==> config.mk <==
export PLATFORM = sky130hd
export DESIGN_NAME = wheel30_first_sieve_multiple_core
export DESIGN_NICKNAME = d
export VERILOG_FILES = /design/src/wfsm_pkg.sv /design/src/wfsm_ctrl.sv /design/src/wfsm_dp.sv /design/src/wheel30_first_sieve_multiple_core.sv
export SDC_FILE = /design/constraint.sdc
export NUM_CORES = 2
export LEC_CHECK = 0
export BUFFER_PORTS_ARGS = -buffer_cell sky130_fd_sc_hd__clkbuf_2
export CAP_MARGIN = 25
export CORE_ASPECT_RATIO = 1.1
export CORE_UTILIZATION = 55
export DETAILED_ROUTE_END_ITERATION = 6
export PLACE_DENSITY = 0.72
export SYNTH_ARGS = -nofsm -noshare
export SYNTH_HDL_FRONTEND = slang
export SYNTH_SLANG_ARGS = --single-unit
==> constraint.sdc <==
create_clock -name clk -period 12.02 [get_ports clk]
set_input_delay 0.601 -clock clk [delete_from_list [all_inputs] [get_ports clk]]
set_output_delay 0.601 -clock clk [all_outputs]
set_load 0.02 [all_outputs]
==> src/wfsm_pkg.sv <==
// ----------------------------------------------------------------------------
// wfsm_pkg
// shared types, widths and wheel helpers for the first sieve multiple core
// ----------------------------------------------------------------------------
`timescale 1ns / 1ps

package wfsm_pkg;

  localparam int P_W       = 32;
  localparam int S_W       = 64;
  localparam int RES_W     = 5;
  localparam int DIST_W    = 3;
  localparam int IN_W      = P_W + S_W;
  localparam int OUT_RAW_W = S_W + RES_W + 1;
  localparam int OUT_W     = ((OUT_RAW_W + 7) / 8) * 8;
  localparam int PAD_W     = OUT_W - OUT_RAW_W;
  localparam int CNT_W     = $clog2(S_W);
  localparam int WHEEL_MOD = 30;

  typedef enum logic [3:0] {
    ST_IDLE,
    ST_SQUARE,
    ST_DIV,
    ST_CEIL,
    ST_CLAMP,
    ST_WHEEL,
    ST_MUL_LO,
    ST_MUL_HI,
    ST_SUM
  } state_t;

  typedef struct packed {
    logic load;
    logic square;
    logic div_step;
    logic p_shift;
    logic ceil;
    logic clamp;
    logic wheel;
    logic mul_lo;
    logic mul_hi;
    logic out_load;
  } cmd_t;

  // (2*m + b) mod 30 for m below 30
  function automatic logic [RES_W-1:0] mod30_shift(input logic [RES_W-1:0] m,
                                                   input logic b);
    logic [RES_W:0] s;
    s = {m, b};
    if (s >= (RES_W+1)'(WHEEL_MOD)) s = s - (RES_W+1)'(WHEEL_MOD);
    return s[RES_W-1:0];
  endfunction

  // (m + d) mod 30 for m below 30 and small d
  function automatic logic [RES_W-1:0] mod30_add(input logic [RES_W-1:0] m,
                                                 input logic [DIST_W-1:0] d);
    logic [RES_W:0] s;
    s = {1'b0, m} + (RES_W+1)'(d);
    if (s >= (RES_W+1)'(WHEEL_MOD)) s = s - (RES_W+1)'(WHEEL_MOD);
    return s[RES_W-1:0];
  endfunction

  // distance from residue r to the first residue at or above r that is coprime to 30
  function automatic logic [DIST_W-1:0] wheel_dist(input logic [RES_W-1:0] r);
    logic [DIST_W-1:0] d;
    case (r)
      5'd0:  d = 3'd1;
      5'd2:  d = 3'd5;
      5'd3:  d = 3'd4;
      5'd4:  d = 3'd3;
      5'd5:  d = 3'd2;
      5'd6:  d = 3'd1;
      5'd8:  d = 3'd3;
      5'd9:  d = 3'd2;
      5'd10: d = 3'd1;
      5'd12: d = 3'd1;
      5'd14: d = 3'd3;
      5'd15: d = 3'd2;
      5'd16: d = 3'd1;
      5'd18: d = 3'd1;
      5'd20: d = 3'd3;
      5'd21: d = 3'd2;
      5'd22: d = 3'd1;
      5'd24: d = 3'd5;
      5'd25: d = 3'd4;
      5'd26: d = 3'd3;
      5'd27: d = 3'd2;
      5'd28: d = 3'd1;
      default: d = 3'd0;
    endcase
    return d;
  endfunction

endpackage

==> src/wfsm_ctrl.sv <==
// ----------------------------------------------------------------------------
// wfsm_ctrl
// sequencer for square, restoring divide, ceiling, clamp, wheel step and split multiply
// ----------------------------------------------------------------------------
`timescale 1ns / 1ps

module wfsm_ctrl (
  input  logic          clk,
  input  logic          rst_n,
  input  logic          in_tvalid,
  output logic          in_tready,
  output logic          out_tvalid,
  input  logic          out_tready,
  output wfsm_pkg::cmd_t cmd
);
  import wfsm_pkg::*;

  localparam logic [CNT_W-1:0] DIV_LAST = CNT_W'(S_W - 1);

  state_t           state_r, state_nxt;
  logic [CNT_W-1:0] cnt_r, cnt_nxt;
  logic             out_valid_r, out_valid_nxt;

  always_ff @(posedge clk) begin
    if (!rst_n) begin
      state_r     <= ST_IDLE;
      cnt_r       <= '0;
      out_valid_r <= 1'b0;
    end else begin
      state_r     <= state_nxt;
      cnt_r       <= cnt_nxt;
      out_valid_r <= out_valid_nxt;
    end
  end

  always_comb begin
    state_nxt     = state_r;
    cnt_nxt       = cnt_r;
    out_valid_nxt = out_valid_r && !out_tready;
    cmd           = '0;
    in_tready     = 1'b0;
    unique case (state_r)
      ST_IDLE: begin
        in_tready = 1'b1;
        if (in_tvalid) begin
          cmd.load  = 1'b1;
          state_nxt = ST_SQUARE;
        end
      end
      ST_SQUARE: begin
        cmd.square = 1'b1;
        cnt_nxt    = '0;
        state_nxt  = ST_DIV;
      end
      ST_DIV: begin
        cmd.div_step = 1'b1;
        cmd.p_shift  = !cnt_r[CNT_W-1];
        cnt_nxt      = cnt_r + 1'b1;
        if (cnt_r == DIV_LAST) state_nxt = ST_CEIL;
      end
      ST_CEIL: begin
        cmd.ceil  = 1'b1;
        state_nxt = ST_CLAMP;
      end
      ST_CLAMP: begin
        cmd.clamp = 1'b1;
        state_nxt = ST_WHEEL;
      end
      ST_WHEEL: begin
        cmd.wheel = 1'b1;
        state_nxt = ST_MUL_LO;
      end
      ST_MUL_LO: begin
        cmd.mul_lo = 1'b1;
        state_nxt  = ST_MUL_HI;
      end
      ST_MUL_HI: begin
        cmd.mul_hi = 1'b1;
        state_nxt  = ST_SUM;
      end
      ST_SUM: begin
        if (!out_valid_r || out_tready) begin
          cmd.out_load  = 1'b1;
          out_valid_nxt = 1'b1;
          state_nxt     = ST_IDLE;
        end
      end
      default: state_nxt = ST_IDLE;
    endcase
  end

  assign out_tvalid = out_valid_r;

endmodule

==> src/wfsm_dp.sv <==
// ----------------------------------------------------------------------------
// wfsm_dp
// dividend, remainder, residue trackers, shared 32x32 multiplier, result
// ----------------------------------------------------------------------------
`timescale 1ns / 1ps

module wfsm_dp (
  input  logic                       clk,
  input  wfsm_pkg::cmd_t             cmd,
  input  logic [wfsm_pkg::P_W-1:0]   prime,
  input  logic [wfsm_pkg::S_W-1:0]   chunk_start,
  output logic [wfsm_pkg::OUT_W-1:0] out_data
);
  import wfsm_pkg::*;

  localparam int HALF_W = S_W / 2;

  logic [P_W-1:0]   p_r;
  logic [S_W-1:0]   start_r;
  logic [S_W-1:0]   dvd_r, dvd_nxt;
  logic [P_W-1:0]   rem_r, rem_nxt;
  logic [RES_W-1:0] qm_r, qm_nxt;
  logic [RES_W-1:0] pm_r, pm_nxt;
  logic [P_W-1:0]   psh_r, psh_nxt;
  logic             khi_r, khi_nxt;
  logic [S_W-1:0]   lo_r;
  logic [S_W-1:0]   mul_r;
  logic [OUT_W-1:0] out_r, out_nxt;

  logic [P_W-1:0]    mul_a;
  logic [S_W-1:0]    prod;
  logic [P_W:0]      rem_sh;
  logic [P_W:0]      rem_diff;
  logic              ge;
  logic              inc;
  logic [DIST_W-1:0] step_d;
  logic [S_W:0]      ksum;
  logic [S_W:0]      sum;
  logic              ovf;

  always_comb begin
    case (1'b1)
      cmd.mul_lo: mul_a = dvd_r[HALF_W-1:0];
      cmd.mul_hi: mul_a = dvd_r[S_W-1:HALF_W];
      default:    mul_a = p_r;
    endcase
  end

  assign prod = mul_a * p_r;

  assign rem_sh   = {rem_r, dvd_r[S_W-1]};
  assign rem_diff = rem_sh - {1'b0, p_r};
  assign ge       = rem_sh >= {1'b0, p_r};
  assign inc      = (rem_r != '0) && (p_r != '0);
  assign step_d   = wheel_dist(qm_r);
  assign ksum     = {1'b0, dvd_r} + (S_W+1)'(step_d);
  assign sum      = {1'b0, lo_r} + {1'b0, mul_r[HALF_W-1:0], {HALF_W{1'b0}}};
  assign ovf      = (mul_r[S_W-1:HALF_W] != '0) || sum[S_W] || (khi_r && (p_r != '0));

  always_comb begin
    dvd_nxt = dvd_r;
    rem_nxt = rem_r;
    qm_nxt  = qm_r;
    pm_nxt  = pm_r;
    psh_nxt = psh_r;
    khi_nxt = khi_r;
    out_nxt = out_r;
    if (cmd.square) begin
      dvd_nxt = (start_r == '0) ? prod : start_r;
      rem_nxt = '0;
      qm_nxt  = '0;
      pm_nxt  = '0;
      psh_nxt = p_r;
    end
    if (cmd.div_step) begin
      rem_nxt = ge ? rem_diff[P_W-1:0] : rem_sh[P_W-1:0];
      dvd_nxt = {dvd_r[S_W-2:0], ge};
      qm_nxt  = mod30_shift(qm_r, ge);
      if (cmd.p_shift) begin
        pm_nxt  = mod30_shift(pm_r, psh_r[P_W-1]);
        psh_nxt = {psh_r[P_W-2:0], 1'b0};
      end
    end
    if (cmd.ceil) begin
      dvd_nxt = dvd_r + S_W'(inc);
      qm_nxt  = mod30_add(qm_r, DIST_W'(inc));
    end
    if (cmd.clamp && (dvd_r < {{(S_W-P_W){1'b0}}, p_r})) begin
      dvd_nxt = {{(S_W-P_W){1'b0}}, p_r};
      qm_nxt  = pm_r;
    end
    if (cmd.wheel) begin
      dvd_nxt = ksum[S_W-1:0];
      khi_nxt = ksum[S_W];
      qm_nxt  = mod30_add(qm_r, step_d);
    end
    if (cmd.out_load) begin
      out_nxt = {{PAD_W{1'b0}}, ovf, qm_r, sum[S_W-1:0]};
    end
  end

  always_ff @(posedge clk) begin
    if (cmd.load) begin
      p_r     <= prime;
      start_r <= chunk_start;
    end
    if (cmd.mul_lo) lo_r <= prod;
    if (cmd.mul_hi) mul_r <= prod;
    dvd_r <= dvd_nxt;
    rem_r <= rem_nxt;
    qm_r  <= qm_nxt;
    pm_r  <= pm_nxt;
    psh_r <= psh_nxt;
    khi_r <= khi_nxt;
    out_r <= out_nxt;
  end

  assign out_data = out_r;

endmodule

==> src/wheel30_first_sieve_multiple_core.sv <==
// ----------------------------------------------------------------------------
// sequence per transaction: square, 64-step bit-serial divide, ceiling, clamp,
//   wheel step and two passes of the 32x32 multiplier, then the result load
// one transaction at a time; the result load waits while a stalled result is held
// reset: rst_n low clears the sequencer and drops out_tvalid; data is not reset
// ----------------------------------------------------------------------------
`timescale 1ns / 1ps

module wheel30_first_sieve_multiple_core (
  input  logic                       clk,
  input  logic                       rst_n,
  input  logic                       in_tvalid,
  output logic                       in_tready,
  input  logic [wfsm_pkg::IN_W-1:0]  in_tdata,   // prime, chunk_start
  output logic                       out_tvalid,
  input  logic                       out_tready,
  output logic [wfsm_pkg::OUT_W-1:0] out_tdata   // multiple, k_residue, overflow
);
  import wfsm_pkg::*;

  cmd_t cmd;

  wfsm_ctrl u_ctrl (
    .clk       (clk),
    .rst_n     (rst_n),
    .in_tvalid (in_tvalid),
    .in_tready (in_tready),
    .out_tvalid(out_tvalid),
    .out_tready(out_tready),
    .cmd       (cmd)
  );

  wfsm_dp u_dp (
    .clk        (clk),
    .cmd        (cmd),
    .prime      (in_tdata[P_W-1:0]),
    .chunk_start(in_tdata[IN_W-1:P_W]),
    .out_data   (out_tdata)
  );

endmodule

=== Word-level counts from Yosys, hierarchy flattened ===
Memories as Yosys holds them, arrays and structs flattened. A register that Yosys moved wholly into a read port is not among the register bits.
Index checks and enable logic that the tools add are counted.

* Bits of input ports: 100
* Memories: 1
* Output and inout bits: 74
* Memory bits (read-only): 96
* Register bits after elaboration: 444
* Word-level logic and storage cells: 110

* Reductions and logical operators: 19
* Multiplexer cells: 46
* Equality and inequality tests: 12
* Multiply operators: 1
* Order comparisons: 6
* Add/sub/neg operators: 11

{| class="wikitable"
|+ Memories
! name !! words !! bits a word !! read ports !! clocked after Yosys merged registers in !! wr ports !! line !! RTL
|-
| (no name shown) || 32 || 3 || 1 || 1 || 0 || wfsm_pkg.sv:66 || <nowiki>case (r)</nowiki>
|}

{| class="wikitable"
|+ Operators by type and width
! operator !! number
|-
| $mux 64 || 6
|-
| $mux 32 || 8
|-
| $reduce_bool 32->1 || 3
|-
| $add 64x3->65 || 1
|-
| $add 64x64->65 || 1
|-
| $mux 5 || 13
|-
| $add 64x1->64 || 1
|-
| $logic_not 64->1 || 1
|-
| $lt 64x32->1 || 1
|-
| $mul 32x32->64 || 1
|-
| $pmux 4 s9 || 1
|-
| $ge 33x32->1 || 1
|-
| $sub 32x32->32 || 1
|-
| $ge 6x5->1 const B || 4
|-
| $sub 5x5->5 const B || 4
|-
| $eq 4x3->1 const B || 4
|-
| $mux 1 || 13
|-
| $mux 4 || 3
|-
| $pmux 6 s2 || 1
|-
| $eq 4x2->1 const B || 2
|-
| $add 5x1->6 || 1
|-
| $add 5x3->6 || 1
|-
| $add 6x1->6 const B || 1
|-
| $eq 6x6->1 const B || 1
|-
| 12 further kinds || 21
|}

=== Depth between registers and ports, before layout ===
* Word-level depth: 11
* Mapped depth: 35
* Depth with buffers taken out: 30

=== Modules after synthesis ===
Synthesis repeated with hierarchy kept, for this count alone.

* Cells, all modules: 6,265
* Area, all modules: 58,436.0 um^2

{| class="wikitable"
|+ By module, submodules not included
! module !! area each (um^2) !! times used !! cells an instance !! seq. area each (um^2)
|-
| wfsm_dp || 57,717.9 || 1 || 6,180 || 12,692.2
|-
| wfsm_ctrl || 718.2 || 1 || 85 || 220.2
|}

=== Worst setup path after synthesis ===
OpenSTA, ideal clock, no wires.

* Path kind: register to register
* From: register u_ctrl.state_r[1]
* To: register u_dp.dvd_r[56], data pin
* Arrival: 10.190 ns
* Stages on the path, launching flop included: 34
* Setup time: 0.263 ns
* Required time: 11.757 ns
* Period minus slack after synthesis: 10.452 ns
* Path slack: 1.568 ns
* Path buffers: 5
* Cells stage by stage: dfxtp_1 > clkbuf_1 > nand2b_1 > nor2_1 > clkbuf_1 > clkbuf_1 > nand2_1 > o21ai_0 > clkbuf_1 > and2_1 > fa_1 > fa_1 > inv_1 > fa_1 > fa_1 > inv_1 > fa_1 > fa_1 > fa_1 > inv_1 > fa_1 > inv_1 > ha_1 > clkbuf_1 > nand4_1 > or2_2 > o22ai_1 > a21boi_2 > o21ai_1 > o21a_1 > o21a_1 > or4_1 > a21oi_1 > o31ai_1

* Longest elaborated chain between the ends: 11
* Elaborated cells on any way between the ends: 22
* Those cells by class: mul: 1; eq/ne: 6; mux: 14; reduce/logical: 1

{| class="wikitable"
|+ Ends and longest elaborated chain
! what !! line !! RTL
|-
| start: declaration || wfsm_ctrl.sv:20 || <nowiki>state_t state_r, state_nxt;</nowiki>
|-
| start signal: assignment || wfsm_ctrl.sv:30 || <nowiki>state_r <= state_nxt;</nowiki>
|-
| $eq 4x3->1 || wfsm_ctrl.sv:42 || <nowiki>unique case (state_r)</nowiki>
|-
| $mux 1 || wfsm_ctrl.sv:42 ||
|-
| $mux 32 (2 in series) || wfsm_dp.sv:42 || <nowiki>case (1'b1)</nowiki>
|-
| $mul 32x32->64 || wfsm_dp.sv:49 || <nowiki>assign prod = mul_a * p_r;</nowiki>
|-
| $mux 64 || wfsm_dp.sv:69 || <nowiki>dvd_nxt = (start_r == '0) ? prod : start_r;</nowiki>
|-
| $mux 64 || wfsm_dp.sv:68 || <nowiki>if (cmd.square) begin</nowiki>
|-
| $mux 64 || wfsm_dp.sv:75 || <nowiki>if (cmd.div_step) begin</nowiki>
|-
| $mux 64 || wfsm_dp.sv:84 || <nowiki>if (cmd.ceil) begin</nowiki>
|-
| $mux 64 || wfsm_dp.sv:88 || <nowiki>if (cmd.clamp && (dvd_r < {{(S_W-P_W){1'b0}}, p_r})) begin</nowiki>
|-
| $mux 64 * || wfsm_dp.sv:92 || <nowiki>if (cmd.wheel) begin</nowiki>
|-
| named net u_dp.dvd_nxt[56] || wfsm_dp.sv:20 || <nowiki>logic [S_W-1:0] dvd_r, dvd_nxt;</nowiki>
|-
| end signal: assignment || wfsm_dp.sv:109 || <nowiki>dvd_r <= dvd_nxt;</nowiki>
|-
| end: declaration || wfsm_dp.sv:20 ||
|}

Mark *: on every way through the listed nets, which the timed path passes. The rest lies on a longest branch. The select of a mux whose other input is x is not followed.
A chain may end at the register's enable or synchronous reset.

=== Worst setup path after layout ===
* From: register u_ctrl.state_r[2]
* To: register u_dp.dvd_r[40], data pin

* Longest elaborated chain between the ends: 11
* Elaborated cells on any way between the ends: 22
* Those cells by class: mul: 1; eq/ne: 6; mux: 14; reduce/logical: 1

{| class="wikitable"
|+ Ends and longest elaborated chain
! what !! line !! RTL
|-
| $eq 4x3->1 || wfsm_ctrl.sv:42 ||
|-
| $mux 1 || wfsm_ctrl.sv:42 ||
|-
| $mux 32 || wfsm_dp.sv:42 ||
|-
| $mux 32 * || wfsm_dp.sv:42 ||
|-
| $mul 32x32->64 * || wfsm_dp.sv:49 ||
|-
| named net u_dp.prod[40] || wfsm_dp.sv:31 || <nowiki>logic [S_W-1:0] prod;</nowiki>
|-
| $mux 64 * || wfsm_dp.sv:69 ||
|-
| $mux 64 * || wfsm_dp.sv:68 ||
|-
| $mux 64 * || wfsm_dp.sv:75 ||
|-
| $mux 64 * || wfsm_dp.sv:84 ||
|-
| $mux 64 * || wfsm_dp.sv:88 ||
|-
| $mux 64 * || wfsm_dp.sv:92 ||
|-
| named net u_dp.dvd_nxt[40] || wfsm_dp.sv:20 ||
|}

Marks and branches as above.

==> impl_summary.txt <==
----------------------------------------------------
[Run status]
  Status ... finished with violations
  Violations in the final reports ... design-rule violations

[CTS]
  Count of instances resized after the clock tree is built ... 0
  Depth of the CTS H-tree ... 2
  Hold buffer count at cts ... 0
  Post-CTS Repair Setup Buffers ... 0
  Clock tree from TritonCTS ... built
  Clock sink count ... between 400 and 500
  CTS Root Buffer Type ... sky130_fd_sc_hd__clkbuf_16
  Inserted Clock Buffers ... 45
  Clock transition at path regs ... ~70 ps
  Buffer depth of the longest clock path ... 3
  Clock latency of the later-clocked register in the worst-skew pair ... approximately 640 ps

[Worst setup path]
  Number of logic stages on the critical path including buffering ... 29
  Number of buffers and inverters on the critical path ... 5
  Largest incremental delay on the critical path ... 880 ps
  Cell with the most instances on the worst path ... sky130_fd_sc_hd__fa_1
  Startpoint Class ... flip-flop
  Slowest-stage cell, CP ... sky130_fd_sc_hd__xnor2_1
  Required time at the worst-slack endpoint ... about 12000 ps
  Number of cells on the worst reg-to-reg path ... 29
  Largest delay contributor family on the critical path ... adder cells
  Crit end category ... flip-flop
  Critical path arrival ... about 11000 ps
  Critical path class ... reg -> reg
  Critical Path Fanout Max ... 32

[Routing]
  First-iteration detailed-routing DRC count ... between 4000 and 5000
  Met3 Routed Length ... about 20000 um
  Sum of routed wire segments on met1 ... between 70000 and 80000 um
  Via count ... 47500
  Routed Wire Length ... around 200000 um
  First-pass iteration count of the detailed router ... 7
  Met2 routed WL ... between 90000 and 100000 um
  Routed length per instance ... 26.7 um
  Routed via count divided by cell count ... 6.21
  Uppermost metal layer occupied by signal nets ... met5
  Detail Route Antenna Nets ... 0
  Count of unresolved DRC violations after routing ... 1

[Synth]
  Fraction of registers with async set/reset ... 0%
  Cell accounting for the most synthesized area ... sky130_fd_sc_hd__fa_1
  Total of flip-flops plus latches after synthesis ... ~450
  Most repeated cell in the gate-level netlist after synthesis ... sky130_fd_sc_hd__inv_1
  Top cell types by occurrence after synthesis ... 964 x sky130_fd_sc_hd__inv_1, 900 x sky130_fd_sc_hd__fa_1, 715 x sky130_fd_sc_hd__nand2_1
  Proportion of netlist area held by the largest area contributor ... between 30 and 40%
  Number of enable flip-flop cells after synthesis ... approximately 400
  Count of different cell masters after synthesis ... 93
  Post-Synthesis Cells ... roughly 6300
  Flip-flop cell with the highest count after synthesis ... sky130_fd_sc_hd__edfxtp_1
  Dominant cells by area after synthesis ... sky130_fd_sc_hd__fa_1 31%, sky130_fd_sc_hd__edfxtp_1 20%, sky130_fd_sc_hd__ha_1 8.0%
  Area of the mapped netlist ... slightly below 60000 sq um
  Avg Inst Size Synth ... about 9.4 sq um
  Warnings, synthesis ... 0
  Seq/Total Area, Yosys ... a little over a fifth

[Placement]
  Post-DP HPWL ... 154000 um
  # placed instances ... roughly 7500
  Port buffer count ... between 150 and 200
  Global placer's final weighted congestion ... about 1.1

[Timing]
  Unrepaired setup endpoints after global routing ... false
  Max-slew headroom ... a little over a fifth
  Number of hold violations in the final report ... 0
  Pins Over Slew Limit ... 0
  Aggregate negative setup slack ... 0 ps
  Final clock period utilization by the worst path ... between 90 and 100%
  Post-route worst hold slack ... around 140 ps
  Slew @ Worst Pin ... roughly 1200 ps
  Max Fclk ... 91.0 MHz
  Setup-failing EPs final ... 0
  Max Clock Skew ... between 40 and 50 ps
  Minimum clock period after layout ... 10990 ps

[Worst hold path]
  Worst hold stages ... 1
  Type of the tightest min-delay check ... in -> reg

[Die]
  Site row count ... roughly 130
  Starting density of the core ... between 50% and 60%
  Die area ... 108000 sq um
  Core ar. ... ~110000 sq um
  X dimension of the die ... about 310 um
  Boundary Pins ... roughly 170
  Die height ... ~350 um

[Cells and area]
  Final-layout fill cell count ... 9068
  Post-layout nets ... ~7600
  Flip-flop and latch area ... around 13000 sq um
  Final cell count without fillers ... about 7600
  Post-synthesis to final-layout area growth ... 6.45%
  Total area of multi-input combinational cells ... 41000 sq um
  Fraction of layout cells with a size suffix above 1 ... 7.31%

[Global route]
  Initial antenna violation count ... 17
  Total gr overflow ... 0
  Vias in the first global route ... ~49000
  Largest net degree at the start of global routing ... 71
  Total global routing track utilization ... 38.1%
  Global-route wire length before repair ... 306000 um

[Job]
  Max-cap violation count ... 0

----------------------------------------------------
-- per-stage QoR --
stage	utilization (%)	area (sq um)	setup slack, ps
final	59.2	62700	1030
after global routing	59.2	62700	825
after CTS	59.1	62600	1350
after detailed placement	57.7	61100	1390
after global placement	57.7	61100	1570
after floorplan	-	58900	1570
-- path summary, 6_finish.rpt --
| kind | endpoint | slack, ps | startpoint |
|---|---|---|---|
| max | u_dp.dvd_r[40]$_DFFE_PN_ | 1030 | u_ctrl.state_r[2]$_SDFFE_PN0P_ |
| min | u_dp.start_r[42]$_DFFE_PP_ | 140 | in_tdata[74] |
| max reg2reg | u_dp.dvd_r[40]$_DFFE_PN_ | 1030 | u_ctrl.state_r[2]$_SDFFE_PN0P_ |
| min reg2reg | u_dp.out_data[11]$_DFFE_PP_ | 420 | u_dp.lo_r[11]$_DFFE_PP_ |
-- sequential cells by signal, summed over array words and instances (netlist names) --
| register | cells |
|---|---|
| u_ctrl.cnt_r | 6 |
| u_ctrl.out_tvalid | 1 |
| u_ctrl.state_r | 4 |
| u_dp.dvd_r | 64 |
| u_dp.khi_r | 1 |
| u_dp.lo_r | 64 |
| u_dp.mul_r | 64 |
| u_dp.out_data | 70 |
| u_dp.p_r | 32 |
| u_dp.pm_r | 5 |
| u_dp.psh_r | 32 |
| u_dp.qm_r | 5 |
| u_dp.rem_r | 32 |
| u_dp.start_r | 64 |
| u_dp.step_d | 3 |
-- layer usage --
layer	up-vias	track usage [%]
li1	20100	-
met1	23800	45.6
met2	2768	60.3
met3	834	7.78
met4	8	29.3
met5	-	0
-- placed cells by master, fill, tap and decap left out, types with 24 or more instances in the layout --
cell type,Yosys,routed
sky130_fd_sc_hd__nor4_1,62,61
sky130_fd_sc_hd__dfxtp_1,51,51
sky130_fd_sc_hd__mux2i_1,43,43
sky130_fd_sc_hd__nand2_1,715,715
sky130_fd_sc_hd__nor2_1,240,238
sky130_fd_sc_hd__xor2_1,71,71
sky130_fd_sc_hd__nor2b_1,33,32
sky130_fd_sc_hd__and2_1,627,626
sky130_fd_sc_hd__or3_1,24,24
sky130_fd_sc_hd__clkbuf_2,4,171
sky130_fd_sc_hd__fa_1,900,900
sky130_fd_sc_hd__o21ai_2,2,30
sky130_fd_sc_hd__ha_1,376,376
sky130_fd_sc_hd__nor3_1,67,64
sky130_fd_sc_hd__o21a_1,26,26
sky130_fd_sc_hd__nand4_1,66,66
sky130_fd_sc_hd__clkbuf_16,0,45
sky130_fd_sc_hd__o21ai_0,187,155
sky130_fd_sc_hd__buf_4,3,128
sky130_fd_sc_hd__a211oi_1,76,76
sky130_fd_sc_hd__a21o_1,67,67
sky130_fd_sc_hd__a21oi_1,248,248
sky130_fd_sc_hd__a31oi_1,54,54
sky130_fd_sc_hd__nand3_1,89,88
sky130_fd_sc_hd__inv_1,964,961
sky130_fd_sc_hd__and3_1,33,33
sky130_fd_sc_hd__edfxtp_1,396,396
sky130_fd_sc_hd__o22ai_1,33,33
sky130_fd_sc_hd__xnor2_1,126,126
-- cells by family (layout without fill, tap and decap cells) --
group,count (synthesis),in the layout,synth area share (%)
flip-flops,447,447,21.9
multiplexers,44,44,0.750
AND/OR/NAND/NOR,2034,2034,17.3
adder cells (fa/ha/maj),1276,1276,38.6
AO/OA/AOI/OAI,886,886,9.61
other,1,15,0.00637
buffers and inverters,1372,1352,8.87
XOR/XNOR,197,197,2.93
-- cell type report --
type | count | area share (%)
Multi-Input combinational cell | 4439 | 65.4
Sequential cell | 447 | 20.6
Inverter | 964 | 5.77
Timing Repair Buffer | 304 | 3.05
Tap cell | 1397 | 2.79
Clock buffer | 48 | 1.81
Clock inverter | 36 | 0.569
Antenna cell | 13 | 0.0519
Power is not shown: default switching activity piles up to over one toggle a cycle in this logic, so the estimate is an artifact.
